$ cat src/rtl/ssle_pkg.sv
package ssle_pkg;

  localparam int unsigned Capacity = 64;
  localparam int unsigned AddrW = $clog2(Capacity);
  localparam int unsigned CountW = $clog2(Capacity + 1);
  localparam int unsigned KeyW = 32;
  localparam int unsigned ActW = 3;
  localparam int unsigned StatW = 3;
  localparam int unsigned EntW = 7;

  typedef logic [AddrW-1:0] addr_t;
  typedef logic [CountW-1:0] count_t;
  typedef logic signed [KeyW-1:0] key_t;

  typedef enum logic [ActW-1:0] {
    ActInsert  = 3'd0,
    ActDelete  = 3'd1,
    ActSearch  = 3'd2,
    ActSort    = 3'd3,
    ActReverse = 3'd4,
    ActRotate  = 3'd5,
    ActNop6    = 3'd6,
    ActNop7    = 3'd7
  } action_e;

  typedef enum logic [StatW-1:0] {
    StDone    = 3'd0,
    StDup     = 3'd1,
    StMissing = 3'd2,
    StEmpty   = 3'd3,
    StFull    = 3'd4
  } status_e;

  typedef enum logic [3:0] {
    SIdle,
    SScanRd,
    SScanChk,
    SShiftRd,
    SShiftWr,
    SSortRdI,
    SSortRdJ,
    SSortCmp,
    SSortWr,
    SRevRd,
    SRevRdB,
    SRevWr,
    SRotRd,
    SOut
  } state_e;

  typedef struct packed {
    logic we;
    addr_t waddr;
    key_t wdata;
    addr_t raddr;
  } mem_req_t;

endpackage

$ cat src/rtl/ssle_if.sv
interface ssle_in_if;
  logic valid;
  logic ready;
  logic [ssle_pkg::ActW-1:0] action;
  logic signed [ssle_pkg::KeyW-1:0] key;
  modport source (output valid, action, key, input ready);
  modport sink (input valid, action, key, output ready);
endinterface

interface ssle_out_if;
  logic valid;
  logic ready;
  logic found;
  logic [ssle_pkg::StatW-1:0] status;
  logic [ssle_pkg::EntW-1:0] entries;
  modport source (output valid, found, status, entries, input ready);
  modport sink (input valid, found, status, entries, output ready);
endinterface

$ cat src/rtl/sorted_set_list_engine.sv
// sorted_set_list_engine: ordered key list of up to Capacity signed keys.
// Input channel in_i carries action and key; output channel out_o returns
// found, status and entries, one word per accepted input word.
// A simple dual-port store (one write, one registered read per cycle) holds the
// keys; a sequencer walks it with one compare unit.
// Work per word: insert/delete/search scan entries and then move entries;
// reverse swaps pairs from both ends; rotate moves every entry; sort makes
// count*(count-1)/2 compares.
// in_i.ready is high only in the idle state; one word is processed at a
// time. The result holds on out_o until taken; a stalled receiver stalls
// the block. Reset empties the list (count zero); store contents are not
// cleared and need no clearing pass.
module sorted_set_list_engine (
  input logic clk_i,
  input logic rst_ni,
  ssle_in_if.sink in_i,
  ssle_out_if.source out_o
);

  ssle_pkg::mem_req_t req;
  ssle_pkg::key_t rdata;

  ssle_ctrl u_ctrl (
    .clk_i   (clk_i),
    .rst_ni  (rst_ni),
    .in_i    (in_i),
    .out_o   (out_o),
    .req_o   (req),
    .rdata_i (rdata)
  );

  ssle_store u_store (
    .clk_i   (clk_i),
    .req_i   (req),
    .rdata_o (rdata)
  );

endmodule

$ cat src/rtl/ssle_store.sv
module ssle_store (
  input  logic                clk_i,
  input  ssle_pkg::mem_req_t  req_i,
  output ssle_pkg::key_t      rdata_o
);

  ssle_pkg::key_t mem_q [ssle_pkg::Capacity];

  always_ff @(posedge clk_i) begin
    if (req_i.we) begin
      mem_q[req_i.waddr] <= req_i.wdata;
    end
    rdata_o <= mem_q[req_i.raddr];
  end

endmodule

$ cat src/rtl/ssle_ctrl.sv
module ssle_ctrl (
  input  logic               clk_i,
  input  logic               rst_ni,
  ssle_in_if.sink            in_i,
  ssle_out_if.source         out_o,
  output ssle_pkg::mem_req_t req_o,
  input  ssle_pkg::key_t     rdata_i
);

  ssle_pkg::state_e state_q, state_d;
  ssle_pkg::action_e act_q, act_d;
  ssle_pkg::key_t key_q, key_d;
  ssle_pkg::key_t prev_q, prev_d;
  ssle_pkg::key_t hold_q, hold_d;
  ssle_pkg::count_t cnt_q, cnt_d;
  ssle_pkg::count_t i_q, i_d;
  ssle_pkg::count_t j_q, j_d;
  ssle_pkg::count_t pos_q, pos_d;
  ssle_pkg::status_e st_q, st_d;
  logic found_q, found_d;
  ssle_pkg::mem_req_t req;

  // i/j widened by one bit so that they can hold the count itself
  always_comb begin
    state_d = state_q;
    act_d = act_q;
    key_d = key_q;
    prev_d = prev_q;
    hold_d = hold_q;
    cnt_d = cnt_q;
    i_d = i_q;
    j_d = j_q;
    pos_d = pos_q;
    st_d = st_q;
    found_d = found_q;
    req = '0;
    req.wdata = key_q;
    in_i.ready = 1'b0;
    out_o.valid = 1'b0;
    unique case (state_q)
      ssle_pkg::SIdle: begin
        in_i.ready = 1'b1;
        if (in_i.valid) begin
          act_d = ssle_pkg::action_e'(in_i.action);
          key_d = in_i.key;
          st_d = ssle_pkg::StDone;
          found_d = 1'b0;
          i_d = '0;
          state_d = ssle_pkg::SOut;
          unique case (ssle_pkg::action_e'(in_i.action))
            ssle_pkg::ActInsert: begin
              if (cnt_q == ssle_pkg::count_t'(ssle_pkg::Capacity)) begin
                st_d = ssle_pkg::StFull;
              end else if (cnt_q == '0) begin
                req.we = 1'b1;
                req.waddr = '0;
                req.wdata = in_i.key;
                cnt_d = ssle_pkg::count_t'(1);
              end else begin
                state_d = ssle_pkg::SScanRd;
              end
            end
            ssle_pkg::ActDelete, ssle_pkg::ActSearch: begin
              if (cnt_q == '0) st_d = ssle_pkg::StEmpty;
              else state_d = ssle_pkg::SScanRd;
            end
            ssle_pkg::ActSort: begin
              if (cnt_q > ssle_pkg::count_t'(1)) state_d = ssle_pkg::SSortRdI;
            end
            ssle_pkg::ActReverse: begin
              if (cnt_q > ssle_pkg::count_t'(1)) begin
                j_d = cnt_q - ssle_pkg::count_t'(1);
                state_d = ssle_pkg::SRevRd;
              end
            end
            ssle_pkg::ActRotate: begin
              if (cnt_q > ssle_pkg::count_t'(1)) begin
                i_d = cnt_q - ssle_pkg::count_t'(1);
                state_d = ssle_pkg::SRotRd;
              end
            end
            default: ;
          endcase
        end
      end
      ssle_pkg::SScanRd: begin
        req.raddr = i_q[ssle_pkg::AddrW-1:0];
        state_d = ssle_pkg::SScanChk;
      end
      ssle_pkg::SScanChk: begin
        // rdata_i is entry i; prev_q is entry i-1
        state_d = ssle_pkg::SScanRd;
        i_d = i_q + ssle_pkg::count_t'(1);
        prev_d = rdata_i;
        if (act_q == ssle_pkg::ActInsert) begin
          if (i_q != '0 && prev_q < key_q && key_q < rdata_i) begin
            pos_d = i_q;
            state_d = ssle_pkg::SShiftRd;
          end else if (rdata_i == key_q) begin
            st_d = ssle_pkg::StDup;
            state_d = ssle_pkg::SOut;
          end else if (i_q == '0 && key_q < rdata_i) begin
            pos_d = '0;
            state_d = ssle_pkg::SShiftRd;
          end else if (i_q + ssle_pkg::count_t'(1) == cnt_q) begin
            req.we = 1'b1;
            req.waddr = cnt_q[ssle_pkg::AddrW-1:0];
            cnt_d = cnt_q + ssle_pkg::count_t'(1);
            state_d = ssle_pkg::SOut;
          end
          if (state_d == ssle_pkg::SShiftRd) i_d = cnt_q;
        end else begin
          if (rdata_i == key_q) begin
            if (act_q == ssle_pkg::ActSearch) begin
              found_d = 1'b1;
              state_d = ssle_pkg::SOut;
            end else begin
              i_d = i_q + ssle_pkg::count_t'(1);
              state_d = ssle_pkg::SShiftRd;
            end
          end else if (i_q + ssle_pkg::count_t'(1) == cnt_q) begin
            st_d = ssle_pkg::StMissing;
            state_d = ssle_pkg::SOut;
          end
        end
      end
      ssle_pkg::SShiftRd: begin
        if (act_q == ssle_pkg::ActInsert) begin
          if (i_q == pos_q) begin
            req.we = 1'b1;
            req.waddr = pos_q[ssle_pkg::AddrW-1:0];
            cnt_d = cnt_q + ssle_pkg::count_t'(1);
            state_d = ssle_pkg::SOut;
          end else begin
            req.raddr = ssle_pkg::addr_t'(i_q - ssle_pkg::count_t'(1));
            state_d = ssle_pkg::SShiftWr;
          end
        end else begin
          if (i_q == cnt_q) begin
            cnt_d = cnt_q - ssle_pkg::count_t'(1);
            state_d = ssle_pkg::SOut;
          end else begin
            req.raddr = i_q[ssle_pkg::AddrW-1:0];
            state_d = ssle_pkg::SShiftWr;
          end
        end
      end
      ssle_pkg::SShiftWr: begin
        req.we = 1'b1;
        req.wdata = rdata_i;
        state_d = ssle_pkg::SShiftRd;
        if (act_q == ssle_pkg::ActInsert) begin
          req.waddr = i_q[ssle_pkg::AddrW-1:0];
          i_d = i_q - ssle_pkg::count_t'(1);
        end else begin
          req.waddr = ssle_pkg::addr_t'(i_q - ssle_pkg::count_t'(1));
          i_d = i_q + ssle_pkg::count_t'(1);
        end
      end
      ssle_pkg::SSortRdI: begin
        if (i_q + ssle_pkg::count_t'(1) >= cnt_q) begin
          state_d = ssle_pkg::SOut;
        end else begin
          req.raddr = i_q[ssle_pkg::AddrW-1:0];
          j_d = i_q + ssle_pkg::count_t'(1);
          state_d = ssle_pkg::SSortRdJ;
        end
      end
      ssle_pkg::SSortRdJ: begin
        hold_d = rdata_i;
        req.raddr = j_q[ssle_pkg::AddrW-1:0];
        state_d = ssle_pkg::SSortCmp;
      end
      ssle_pkg::SSortCmp: begin
        // hold_q is the current value at i
        if (hold_q > rdata_i) begin
          req.we = 1'b1;
          req.waddr = i_q[ssle_pkg::AddrW-1:0];
          req.wdata = rdata_i;
          prev_d = hold_q;
          hold_d = rdata_i;
          state_d = ssle_pkg::SSortWr;
        end else begin
          j_d = j_q + ssle_pkg::count_t'(1);
          if (j_q + ssle_pkg::count_t'(1) == cnt_q) begin
            i_d = i_q + ssle_pkg::count_t'(1);
            state_d = ssle_pkg::SSortRdI;
          end else begin
            req.raddr = ssle_pkg::addr_t'(j_q + ssle_pkg::count_t'(1));
            state_d = ssle_pkg::SSortCmp;
          end
        end
      end
      ssle_pkg::SSortWr: begin
        req.we = 1'b1;
        req.waddr = j_q[ssle_pkg::AddrW-1:0];
        req.wdata = prev_q;
        j_d = j_q + ssle_pkg::count_t'(1);
        if (j_q + ssle_pkg::count_t'(1) == cnt_q) begin
          i_d = i_q + ssle_pkg::count_t'(1);
          state_d = ssle_pkg::SSortRdI;
        end else begin
          req.raddr = ssle_pkg::addr_t'(j_q + ssle_pkg::count_t'(1));
          state_d = ssle_pkg::SSortCmp;
        end
      end
      ssle_pkg::SRevRd: begin
        if (i_q >= j_q) begin
          state_d = ssle_pkg::SOut;
        end else begin
          req.raddr = i_q[ssle_pkg::AddrW-1:0];
          state_d = ssle_pkg::SRevRdB;
        end
      end
      ssle_pkg::SRevRdB: begin
        hold_d = rdata_i;
        req.raddr = j_q[ssle_pkg::AddrW-1:0];
        state_d = ssle_pkg::SRevWr;
      end
      ssle_pkg::SRevWr: begin
        req.we = 1'b1;
        req.waddr = i_q[ssle_pkg::AddrW-1:0];
        req.wdata = rdata_i;
        prev_d = hold_q;
        state_d = ssle_pkg::SSortWr;
        if (act_q == ssle_pkg::ActReverse) state_d = ssle_pkg::SRotRd;
      end
      ssle_pkg::SRotRd: begin
        if (act_q == ssle_pkg::ActReverse) begin
          // second half of a reverse swap
          req.we = 1'b1;
          req.waddr = j_q[ssle_pkg::AddrW-1:0];
          req.wdata = prev_q;
          i_d = i_q + ssle_pkg::count_t'(1);
          j_d = j_q - ssle_pkg::count_t'(1);
          state_d = ssle_pkg::SRevRd;
        end else begin
          // rotate: read last into hold, then shift right like insert at 0
          req.raddr = i_q[ssle_pkg::AddrW-1:0];
          state_d = ssle_pkg::SRevRdB;
          act_d = ssle_pkg::ActInsert;
          pos_d = '0;
          cnt_d = cnt_q - ssle_pkg::count_t'(1);
          state_d = ssle_pkg::SSortRdJ;
          j_d = cnt_q;
        end
      end
      ssle_pkg::SOut: begin
        out_o.valid = 1'b1;
        if (out_o.ready) state_d = ssle_pkg::SIdle;
      end
      default: state_d = ssle_pkg::SIdle;
    endcase
    // rotate reuses the insert shift: after reading the last entry, key_q takes it
    if (state_q == ssle_pkg::SSortRdJ && j_q == cnt_q + ssle_pkg::count_t'(1)
        && act_q == ssle_pkg::ActInsert) begin
      key_d = rdata_i;
      i_d = cnt_q;
      req.raddr = '0;
      state_d = ssle_pkg::SShiftRd;
    end
  end

  assign req_o = req;
  assign out_o.found = found_q;
  assign out_o.status = st_q;
  assign out_o.entries = ssle_pkg::EntW'(cnt_q);

  always_ff @(posedge clk_i or negedge rst_ni) begin
    if (!rst_ni) begin
      state_q <= ssle_pkg::SIdle;
      cnt_q <= '0;
    end else begin
      state_q <= state_d;
      cnt_q <= cnt_d;
    end
  end

  always_ff @(posedge clk_i) begin
    act_q <= act_d;
    key_q <= key_d;
    prev_q <= prev_d;
    hold_q <= hold_d;
    i_q <= i_d;
    j_q <= j_d;
    pos_q <= pos_d;
    st_q <= st_d;
    found_q <= found_d;
  end

`ifndef SYNTH
  a_cnt_range: assert property (@(posedge clk_i) disable iff (!rst_ni)
    cnt_q <= ssle_pkg::count_t'(ssle_pkg::Capacity))
    else $error("count over capacity");
  a_cnt_idle: assert property (@(posedge clk_i) disable iff (!rst_ni)
    (state_q == ssle_pkg::SIdle && !in_i.valid) |=> $stable(cnt_q))
    else $error("count moved while idle");
  a_found_ok: assert property (@(posedge clk_i) disable iff (!rst_ni)
    (out_o.valid && out_o.found) |-> out_o.status == ssle_pkg::StDone)
    else $error("found with error status");
`endif

endmodule

$ cat src/flat_wrapper.sv
// flat-port wrapper written by rule: the top's interface ports become plain ports
module sorted_set_list_engine_flat 
  (clk_i, rst_ni, in_i_valid, in_i_action, in_i_key, in_i_ready, out_o_valid, out_o_found, out_o_status, out_o_entries, out_o_ready);
  ssle_in_if in_i_i ();
  ssle_out_if out_o_i ();
  input logic clk_i;
  input logic rst_ni;
  input wire logic [$bits(in_i_i.valid)-1:0] in_i_valid;
  input wire logic [$bits(in_i_i.action)-1:0] in_i_action;
  input wire logic [$bits(in_i_i.key)-1:0] in_i_key;
  output wire logic [$bits(in_i_i.ready)-1:0] in_i_ready;
  output wire logic [$bits(out_o_i.valid)-1:0] out_o_valid;
  output wire logic [$bits(out_o_i.found)-1:0] out_o_found;
  output wire logic [$bits(out_o_i.status)-1:0] out_o_status;
  output wire logic [$bits(out_o_i.entries)-1:0] out_o_entries;
  input wire logic [$bits(out_o_i.ready)-1:0] out_o_ready;
  assign in_i_i.valid = in_i_valid;
  assign in_i_i.action = in_i_action;
  assign in_i_i.key = in_i_key;
  assign in_i_ready = in_i_i.ready;
  assign out_o_valid = out_o_i.valid;
  assign out_o_found = out_o_i.found;
  assign out_o_status = out_o_i.status;
  assign out_o_entries = out_o_i.entries;
  assign out_o_i.ready = out_o_ready;
  sorted_set_list_engine u_core (.clk_i(clk_i), .rst_ni(rst_ni), .in_i(in_i_i), .out_o(out_o_i));
endmodule
$ cat config.mk
export PLATFORM = sky130hd
export DESIGN_NAME = sorted_set_list_engine_flat
export DESIGN_NICKNAME = d
export VERILOG_FILES = /design/src/rtl/ssle_pkg.sv /design/src/rtl/ssle_if.sv /design/src/rtl/sorted_set_list_engine.sv /design/src/rtl/ssle_store.sv /design/src/rtl/ssle_ctrl.sv /design/src/flat_wrapper.sv
export SDC_FILE = /design/constraint.sdc
export NUM_CORES = 2
export LEC_CHECK = 0
export ABC_AREA = 1
export BUFFER_PORTS_ARGS = -buffer_cell sky130_fd_sc_hd__buf_4
export CAP_MARGIN = 5
export CORE_ASPECT_RATIO = 1.1
export CORE_MARGIN = 5
export CORE_UTILIZATION = 48
export CTS_BUF_LIST = sky130_fd_sc_hd__clkbuf_4
export DETAILED_ROUTE_END_ITERATION = 8
export HOLD_SLACK_MARGIN = 0.12
export PLACE_DENSITY = 0.76
export SYNTH_ARGS = -nofsm -noshare
export SYNTH_HDL_FRONTEND = slang
export SYNTH_SLANG_ARGS = --single-unit
export TNS_END_PERCENT = 50
$ cat constraint.sdc
create_clock -name clk_i -period 4.8 [get_ports clk_i]
set_input_delay 0.72 -clock clk_i [delete_from_list [all_inputs] [get_ports clk_i]]
set_output_delay 0.72 -clock clk_i [all_outputs]
set_load 0.1 [all_outputs]
==> flow_summary.yaml <==
status:
  status: "completed"
critical_path:
  critPathMaxStageDelay_ns: 0.37
  reg2reg_slack_ns: 0.12
  critPathKind: "flip-flop to flip-flop"
  crit_arrival_ns: 5.85
  cp.required_ns: 5.97
  crit_path_frequent_cell: "nand3_1"
  crit_family: "simple AND/OR/NAND/NOR gates"
  critPathMaxFanout: 20
  cp_slowest_cell: "edfxtp_1"
  cp-end-kind: "flip-flop"
  crit_buf_inv: 6
  critPathLaunchType: "flip-flop"
yosys:
  synth.avg_cell_area_um2: 10.7
  synthArstFlopShare_pct: 0.497
  synthCells: 9563
  synth_flop_cell: "edfxtp_1"
  ys.warnings.count: 0
  ys_seq_area_share_pct: 64.7
  synthesis.area_mm2: 0.102
  synth-edff-count: 2172
  synth.distinct_cells: 54
  ys_seq_elements: 2215
  synthesis.nets: 9718
flow_run:
  cap_violations: 0
cts:
  cts-root-buf: "clkbuf_4"
  clock_sinks: 2215
  htreeDepth: 6
  cts_buffer_depth: 4
  cts_tree: "done"
  cts.clk_slew.worst_paths_ns: 0.07
  cts_buffers: 564
  insertion_delay_ns: 1.37
sta:
  period_minus_slack_ns: 4.68
  hold_viol: 0
  rsz0062_at_grt: "yes"
  setup_tns_ns: 0
  finalSetupViolations: 0
  relSlewSlack_pct: 40.3
  worstMarginPinSlew_ns: 0.895
  skew_ns: 0.126
  max_freq_ghz: 0.214
  timing.final.crit_share_pct: 97.5
  slew_violations: 0
detailed_routing:
  drtAntennaViolNets: 0
  viasPerCell: 5.93
  vias: 79839
  drc: 0
  wl_per_cell_um: 24.1
  drt-initial-drc-count: 10949
  drt_wl_total_um: 324000
  drtPass1Iterations: 6
global_routing:
  grt_pass1_vias: 78157
  grt_pass1_wl_um: 480000
  grt_max_degree: 112
  antenna_found_initial: 13
  grt_overflow_total: 0
  grt_usage_pct: 28.4
cells_and_area:
  drive_gt1_share_pct: 16.1
  layout.cells.most_common: "nand3_1"
  layout_common_cells: "2196 x nand3_1, 2172 x edfxtp_1, 1327 x inv_1"
  finalNonFillerCells: 13469
  area_growth_pct: 17.7
  nets: 10447
  stdcell_area_mm2: 0.120
die:
  chipWidth_um: 450
  start_util_pct: 48.3
  die-area_mm2: 0.222
  core_area_mm2: 0.212
  rows: 177
  io_pins: 52
  die_height_um: 494
placement:
  dpl.cell_count: 12439
  io_buffers: 51
  place.gp.congestion: 0.959
  hpwl_um: 198000
  dpl_cell_area_mm2: 0.112
worst_hold_path:
  hold_path_class: "input pin to flip-flop"
worst min-delay path, stage by stage:
cell and delay [ns]:
dlygate4sd3_1 0.53, buf_4 0.13, nand2_1 0.06, nand2_1 0.06
sequential cells by signal, summed over array words and instances (netlist names):
register,flops
u_core.u_ctrl.act_q,3
u_core.u_ctrl.hold_q,32
u_core.u_ctrl.i_q,7
u_core.u_ctrl.j_q,7
u_core.u_ctrl.key_q,32
u_core.u_ctrl.out_o.entries,7
u_core.u_ctrl.out_o.found,1
u_core.u_ctrl.out_o.status,3
u_core.u_ctrl.pos_q,7
u_core.u_ctrl.prev_q,32
u_core.u_ctrl.state_q,4
u_core.u_store.mem_q,2048
u_core.u_store.rdata_o,32
logic make-up after synthesis:
| kind of cell | synth area share [%] |
|---|---|
| AO/OA/AOI/OAI | 2.03 |
| XOR/XNOR | 0.240 |
| adder cells (fa/ha/maj) | 1.42 |
| buffers and inverters | 7.72 |
| AND/OR/NAND/NOR | 23.8 |
| multiplexers | 0.00980 |
| flip-flops | 64.7 |
cells in the mapped netlist, types with 3 or more instances:
library cell  number  area share [%]
nand4_1           33            0.20
o32ai_1            3           0.026
inv_1           1328             4.9
clkinv_1           5           0.018
a31oi_1            4           0.024
nor3_1            23            0.11
a22oi_1            6           0.044
o21ai_0          114            0.56
nor2_2             4           0.024
buf_1             64            0.24
buf_4             12           0.088
o211ai_1          11           0.081
or2_2              4           0.024
nand2_1         1301             4.8
buf_6             10            0.11
xnor2_1            6           0.051
buf_2            331             1.6
nor2_1           539             2.0
o21a_1             4           0.029
o22ai_1           11           0.067
nand3_1         2227              11
dfxtp_1           32            0.63
nand3b_1         774             5.7
a21oi_1           67            0.33
o21bai_1           4           0.029
a21o_1             4           0.029
a221oi_1          39            0.33
inv_2             10           0.037
clkbuf_1         198            0.73
edfxtp_1        2172              64
ha_1             116             1.4
nor4_1             9           0.055
a32oi_1           36            0.31
dfrtp_1           11            0.27
xor2_1            22            0.19
o31ai_1            3           0.022
stage by stage:
step	hold slack (ns)	setup WS [ns]	utilization [%]
finish	0.251	0.120	56.8
global route	0.177	-0.0810	56.8
CTS	0.120	0.0610	56.7
detailed placement	0.447	-0.141	53.1
global placement	0.438	-0.107	53.1
floorplan	0.424	-0.548	-
cell type report:
class,instances,area [µm²]
Clock buffer,797,5980
Timing Repair Buffer,778,9100
Fill cell,16901,91500
Tap cell,2774,3470
Sequential cell,2215,66100
Inverter,1343,5070
Antenna cell,12,30.0
Clock inverter,160,956
Multi-Input combinational cell,5390,29500
what timing repair did:
item,CTS,global route
hold buffers,56,0
pin swaps,0,1
gates resized for setup,2,42
cloned,0,0
buffers inserted,0,5
hold endpoints to repair,77,0
setup endpoints to repair,4,60
per-layer routing:
metal  vias to the layer above  part of all wire, %  GRT usage [%]
met1                     38096                   36           36.5
li1                      34890                    -              -
met4                         8                  5.6           16.0
met3                      1081                   13           6.72
met5                         -                0.016              0
met2                      5764                   46           44.7
worst paths after layout:
| kind | depth (start not counted) | to | start |
|---|---|---|---|
| worst min-delay path | 4 | u_core.u_ctrl.key_q[0]$_DFFE_PP_ | in_i_key[0] |
| worst max register to register | 25 | u_core.u_store.rdata_o[11]$_DFF_P_ | u_core.u_ctrl.i_q[0]$_DFFE_PP_ |
| worst max-delay path | 25 | u_core.u_store.rdata_o[11]$_DFF_P_ | u_core.u_ctrl.i_q[0]$_DFFE_PP_ |
| min in group asynchronous | 3 | u_core.u_ctrl.state_q[2]$_DFFE_PN0P_ | rst_ni |
| worst min register to register | 0 | u_core.u_ctrl.hold_q[10]$_DFFE_PP_ | u_core.u_store.rdata_o[10]$_DFF_P_ |
| max in group asynchronous | 3 | u_core.u_ctrl.out_o.entries[6]$_DFFE_PN0P_ | rst_ni |
Power is left out: the tool's default activity adds up to more than one toggle a clock period on the data nets, which glitch-free logic cannot reach.
